--- config.mk ---
export PLATFORM = sky130hd
export DESIGN_NAME = bbc_stack
export DESIGN_NICKNAME = d
export VERILOG_FILES = /design/src/sv/bbc_pkg.sv /design/src/sv/bbc_stack.sv
export SDC_FILE = /design/constraint.sdc
export NUM_CORES = 2
export LEC_CHECK = 0
export BUFFER_PORTS_ARGS = -buffer_cell sky130_fd_sc_hd__buf_2
export CORE_MARGIN = 8
export CORE_UTILIZATION = 52
export DETAILED_ROUTE_END_ITERATION = 8
export GPL_ROUTABILITY_DRIVEN = 0
export MAX_ROUTING_LAYER = met4
export PLACE_DENSITY = 0.67
export SETUP_SLACK_MARGIN = 0.15
export SLEW_MARGIN = 20
export SYNTH_ARGS = -nofsm -noshare
export SYNTH_HDL_FRONTEND = slang
export SYNTH_SLANG_ARGS = --single-unit
--- constraint.sdc ---
create_clock -name i_clk -period 5.6 [get_ports i_clk]
set_input_delay 0.28 -clock i_clk [delete_from_list [all_inputs] [get_ports i_clk]]
set_output_delay 0.28 -clock i_clk [all_outputs]
set_load 0.05 [all_outputs]
--- src/sv/bbc_pkg.sv ---
// ----------------------------------------------------------------------------
// Bracket balance checker package
// Character codes, status codes and the stack entry type shared by the
// checker modules and its channel interfaces.
// ----------------------------------------------------------------------------
package bbc_pkg;

    // Result status codes
    typedef logic [2:0] t_status;
    localparam t_status ST_RUN       = 3'd0;
    localparam t_status ST_MISMATCH  = 3'd1;
    localparam t_status ST_UNMATCHED = 3'd2;
    localparam t_status ST_OVERFLOW  = 3'd3;
    localparam t_status ST_END_OK    = 3'd4;
    localparam t_status ST_END_OPEN  = 3'd5;

    // Quote modes
    typedef logic [1:0] t_quote;
    localparam t_quote QM_NONE   = 2'd0;
    localparam t_quote QM_SINGLE = 2'd1;
    localparam t_quote QM_DOUBLE = 2'd2;

    // Bracket kinds
    typedef logic [1:0] t_kind;
    localparam t_kind KIND_ROUND  = 2'd0;
    localparam t_kind KIND_CURLY  = 2'd1;
    localparam t_kind KIND_SQUARE = 2'd2;

    // Character codes
    localparam logic [7:0] CH_SQUOTE = 8'd39;
    localparam logic [7:0] CH_DQUOTE = 8'd34;
    localparam logic [7:0] CH_LF     = 8'd10;
    localparam logic [7:0] CH_OPEN_R = 8'h28;  // (
    localparam logic [7:0] CH_OPEN_C = 8'h7B;  // {
    localparam logic [7:0] CH_OPEN_S = 8'h5B;  // [
    localparam logic [7:0] CH_CLOSE_R = 8'h29; // )
    localparam logic [7:0] CH_CLOSE_C = 8'h7D; // }
    localparam logic [7:0] CH_CLOSE_S = 8'h5D; // ]

    localparam logic [15:0] LINE_MAX = 16'hFFFF;
    localparam logic [15:0] LINE_ONE = 16'd1;

    // One stack entry: bracket kind and the line it opened on
    typedef struct packed {
        t_kind       kind;
        logic [15:0] line;
    } t_entry;

    localparam int ENTRY_W = $bits(t_entry);

    // Map a bracket kind back to its opening character
    function automatic logic [7:0] opener_char(input t_kind kind);
        logic [7:0] ch;
        case (kind)
            KIND_ROUND:  ch = CH_OPEN_R;
            KIND_CURLY:  ch = CH_OPEN_C;
            KIND_SQUARE: ch = CH_OPEN_S;
            default:     ch = 8'd0;
        endcase
        return ch;
    endfunction

endpackage

--- src/sv/bbc_stack.sv ---
// ----------------------------------------------------------------------------
// Bracket stack memory
// Single write port and one registered read port. The read data is
// presented in the cycle after the address is applied.
// ----------------------------------------------------------------------------
module bbc_stack #(
    parameter int STACK_DEPTH = 128
) (
    input  logic                            i_clk,
    input  logic                            i_we,
    input  logic [$clog2(STACK_DEPTH)-1:0]  i_waddr,
    input  bbc_pkg::t_entry                 i_wdata,
    input  logic [$clog2(STACK_DEPTH)-1:0]  i_raddr,
    output bbc_pkg::t_entry                 o_rdata
);
    import bbc_pkg::*;

    t_entry r_mem [STACK_DEPTH];
    t_entry r_rdata;

    // Write one entry
    always_ff @(posedge i_clk) begin
        if (i_we) begin
            r_mem[i_waddr] <= i_wdata;
        end
    end

    // Read one entry, registered
    always_ff @(posedge i_clk) begin
        r_rdata <= r_mem[i_raddr];
    end

    assign o_rdata = r_rdata;

endmodule

==> key figures <==
Logic synthesis
  – Post-synth top area share: 78.4%
  – Yosys top cell by area: edfxtp_1
  – Gate count after technology mapping: between 3k and 4k
  – Main flop type after synthesis: edfxtp_1
  – Synth cell count leaders: 2304 x edfxtp_1, 756 x mux4_2, 122 x nor2_1
  – FF+latch count, synth: ~2.3k
  – YS warnings: 0
  – Avg Cell Area, Syn: 25.6 um^2
  – EDFF count, synth: 2304
  – Cell area after synthesis: 88200 um^2
  – Synth area leaders: edfxtp_1 78%, mux4_2 19%, nor2_1 0.52%
  – Async set-reset flop share out of synthesis: 0%
  – Top-count cell post-synth: edfxtp_1
  – Synth unique cells: 17
  – Seq/Total Area, Yosys: between 70% and 80%
  – Syn_nets: 3483

Timing
  – Worst-Margin Slew: 1.07 ns
  – Relative slew slack: 28.5%
  – Post-Route Setup TNS: 0 ns
  – Setup repair after global routing missed its margin: false
  – Fin. Hold Viols: 0
  – Minimum clock period: roughly 3.0 ns
  – Hold Worst Slack: a little under 0.04 ns
  – Max-slew violation count: 0
  – Final worst path period share: between 50% and 60%
  – Final Setup Violations: 0
  – Fmax achieved: about 330 MHz
  – Post-route clock skew: just over 0.05 ns

Worst hold path
  – Hold Crit Class: input port to flop
  – Hold depth: 1

Floorplan
  – Core box area: between 150000 and 200000 um^2
  – Io pins: between 50 and 60
  – Die Area: between 150000 and 200000 um^2
  – Initial Util: between 50% and 60%
  – Die width: between 400 and 500 um
  – Rows: approximately 150
  – Die H: ~430 um

Worst setup path
  – CP dominant cell by count: buf_4
  – Ordered cell list for the critical path: dlygate4sd3_1 -> buf_2 -> nor2b_1 -> nand3_1 -> buf_4 -> nor2_2 -> buf_4
  – Crit path DAT: roughly 3.5 ns
  – Kind of cell adding the most delay to the critical path: buffers and inverters
  – Depth of the worst register-to-register path: 4
  – WP data required: 6.11 ns
  – Max FO, Critical Path: 10
  – Worst path max stage delay: ~0.68 ns
  – FF-to-FF setup slack: 3.07 ns
  – Worst Setup End Kind: flop
  – Startpoint types: input port
  – Crit path depth: 7
  – Worst setup path class: input port to flop
  – Slowest-stage cell, CP: nand3_1
  – Bufs and invs on worst path: 4

Routing
  – Detailed Route Iter0 Violations: 5899
  – Routed WL per cell: about 35 um
  – DRT Pass-1 Iters: 5
  – Post-route ant nets: 0
  – Vias: about 40k
  – Vias/cell: around 6.5
  – Remaining DRCs: 0
  – Detailed Route WL: 216 mm

GRT
  – GR peak layer: met2
  – Initial antenna violation count: 27
  – Vias in the first global route: about 40k
  – GRT overflow: 0
  – First-pass GRT wire length: about 300 mm
  – Routing usage on met3: under 10%
  – Met2 global-route usage: 37.6%
  – Largest net degree at the start of global routing: about 110
  – GR Util All Layers: between 20% and 30%
  – M1 GR Usage: 33.6%

Clock tree
  – Worst-Skew Late Latency: 0.87 ns
  – Postcts setup bufs: 0
  – CTS tree: done
  – Clk root buf: clkbuf_16
  – Register clock-pin slew on the reported worst setup and hold paths: 0.06 ns
  – CTS H-Tree Depth: 4
  – Post-CTS sizing: 0
  – CTS buffer count: about 230
  – Clock sink total: 2322
  – CTS max path bufs: 3

Run status
  – Status: finished clean

Final layout
  – Layout cells sized above 1: between 30% and 40%
  – Fin nets: 3743
  – Final instance area: between 90000 and 100000 um^2
  – P&R area growth vs syn: 13.2%
  – Finished Layout Cells: just over 6k

Placement
  – Port Buffers: 51
  – DPL Wire Length: 120 mm
  – Placed cells: between 5k and 6k
  – DP Area: ~90000 um^2

Flow run
  – Max_cap viols: 0

Power and ir drop
  – PwrDens: 358 nW/um^2
  – LEAKAGE: around 0.03 uW
  – Maximum VDD drop: ~0.37 mV
==> flip-flops by register name, indices dropped and copies added (netlist names) <==
name     flops
r_mem     2304
o_rdata     18
==> worst register-to-register path, delay by kind of cell (launching register included) <==
family        cells  cell delay (ns)
flip-flops        1             0.37
multiplexers      4             2.08
==> repair_timing <==
item                       4_1_cts  5_1_grt
hold endpoints to repair       606        0
setup endpoints to repair        0        0
hold buffers                    18        0
==> power by group <==
group          internal [uW]  total [uW]  switching (uW)
clock                   8180       14600            6450
combinational            714        1870            1160
sequential             19200       19300            58.0
total                  28100       35800            7660
==> cells by family after synthesis <==
logic type | synth area share [%]
DFF | 78.8
muxes | 19.5
buffers and inverters | 0.878
and+or+nand+nor | 0.790
==> cell type report <==
cell class	count	area, um^2
diodes	8	20.0
fillers	11600	69000
repair buffers	215	1870
well taps	2218	2780
clock inverters	137	1180
flip-flops and latches	2322	69500
clock buffers	285	5960
multi-input cells	944	18500
==> through the flow <==
step	total power [uW]	utilization (%)	setup slack [ns]
after global routing	36700	59.1	2.59
after detailed placement	21500	54.8	1.76
after global placement	21500	54.8	1.80
final	35800	59.1	2.60
after floorplan	20600	-	2.76
after CTS	35900	59.1	2.65
==> placed cells by master, fill, tap and decap left out, types with 5 or more instances in the layout <==
| master | n |
|---|---|
| edfxtp_1 | 2304 |
| mux4_2 | 756 |
| clkbuf_16 | 228 |
| buf_4 | 143 |
| nor2_2 | 63 |
| nor2_4 | 56 |
| clkinv_1 | 55 |
| clkbuf_1 | 53 |
| clkinv_2 | 42 |
| buf_2 | 29 |
| buf_12 | 20 |
| mux2_2 | 18 |
| dlygate4sd3_1 | 18 |
| dfxtp_1 | 18 |
| nand2_1 | 14 |
| bufinv_16 | 14 |
| nand3_1 | 12 |
| nor3_2 | 9 |
| diode_2 | 8 |
| nor2b_1 | 7 |
| inv_6 | 7 |
| clkinv_8 | 6 |
| clkinvlp_4 | 6 |
| clkbuf_8 | 5 |
==> path summary, 6_finish.rpt <==
| kind | startpoint | to |
|---|---|---|
| hold / removal | i_wdata[10] | r_mem[123][10] |
| setup reg to reg | r_mem[125][11] | o_rdata[11] |
| hold reg to reg | r_mem[52][7] | o_rdata[7] |
| setup / recovery | i_waddr[1] | r_mem[91][1] |
==> per-layer routing <==
| layer | part of all wire [%] | vias to the layer above |
|---|---|---|
| met1 | 40 | 21900 |
| met5 | 0 | - |
| met3 | 9.2 | 270 |
| met2 | 49 | 2005 |
| li1 | - | 15700 |
| met4 | 2.1 | 0 |
No activity file was read; power rests on OpenSTA's default activity.
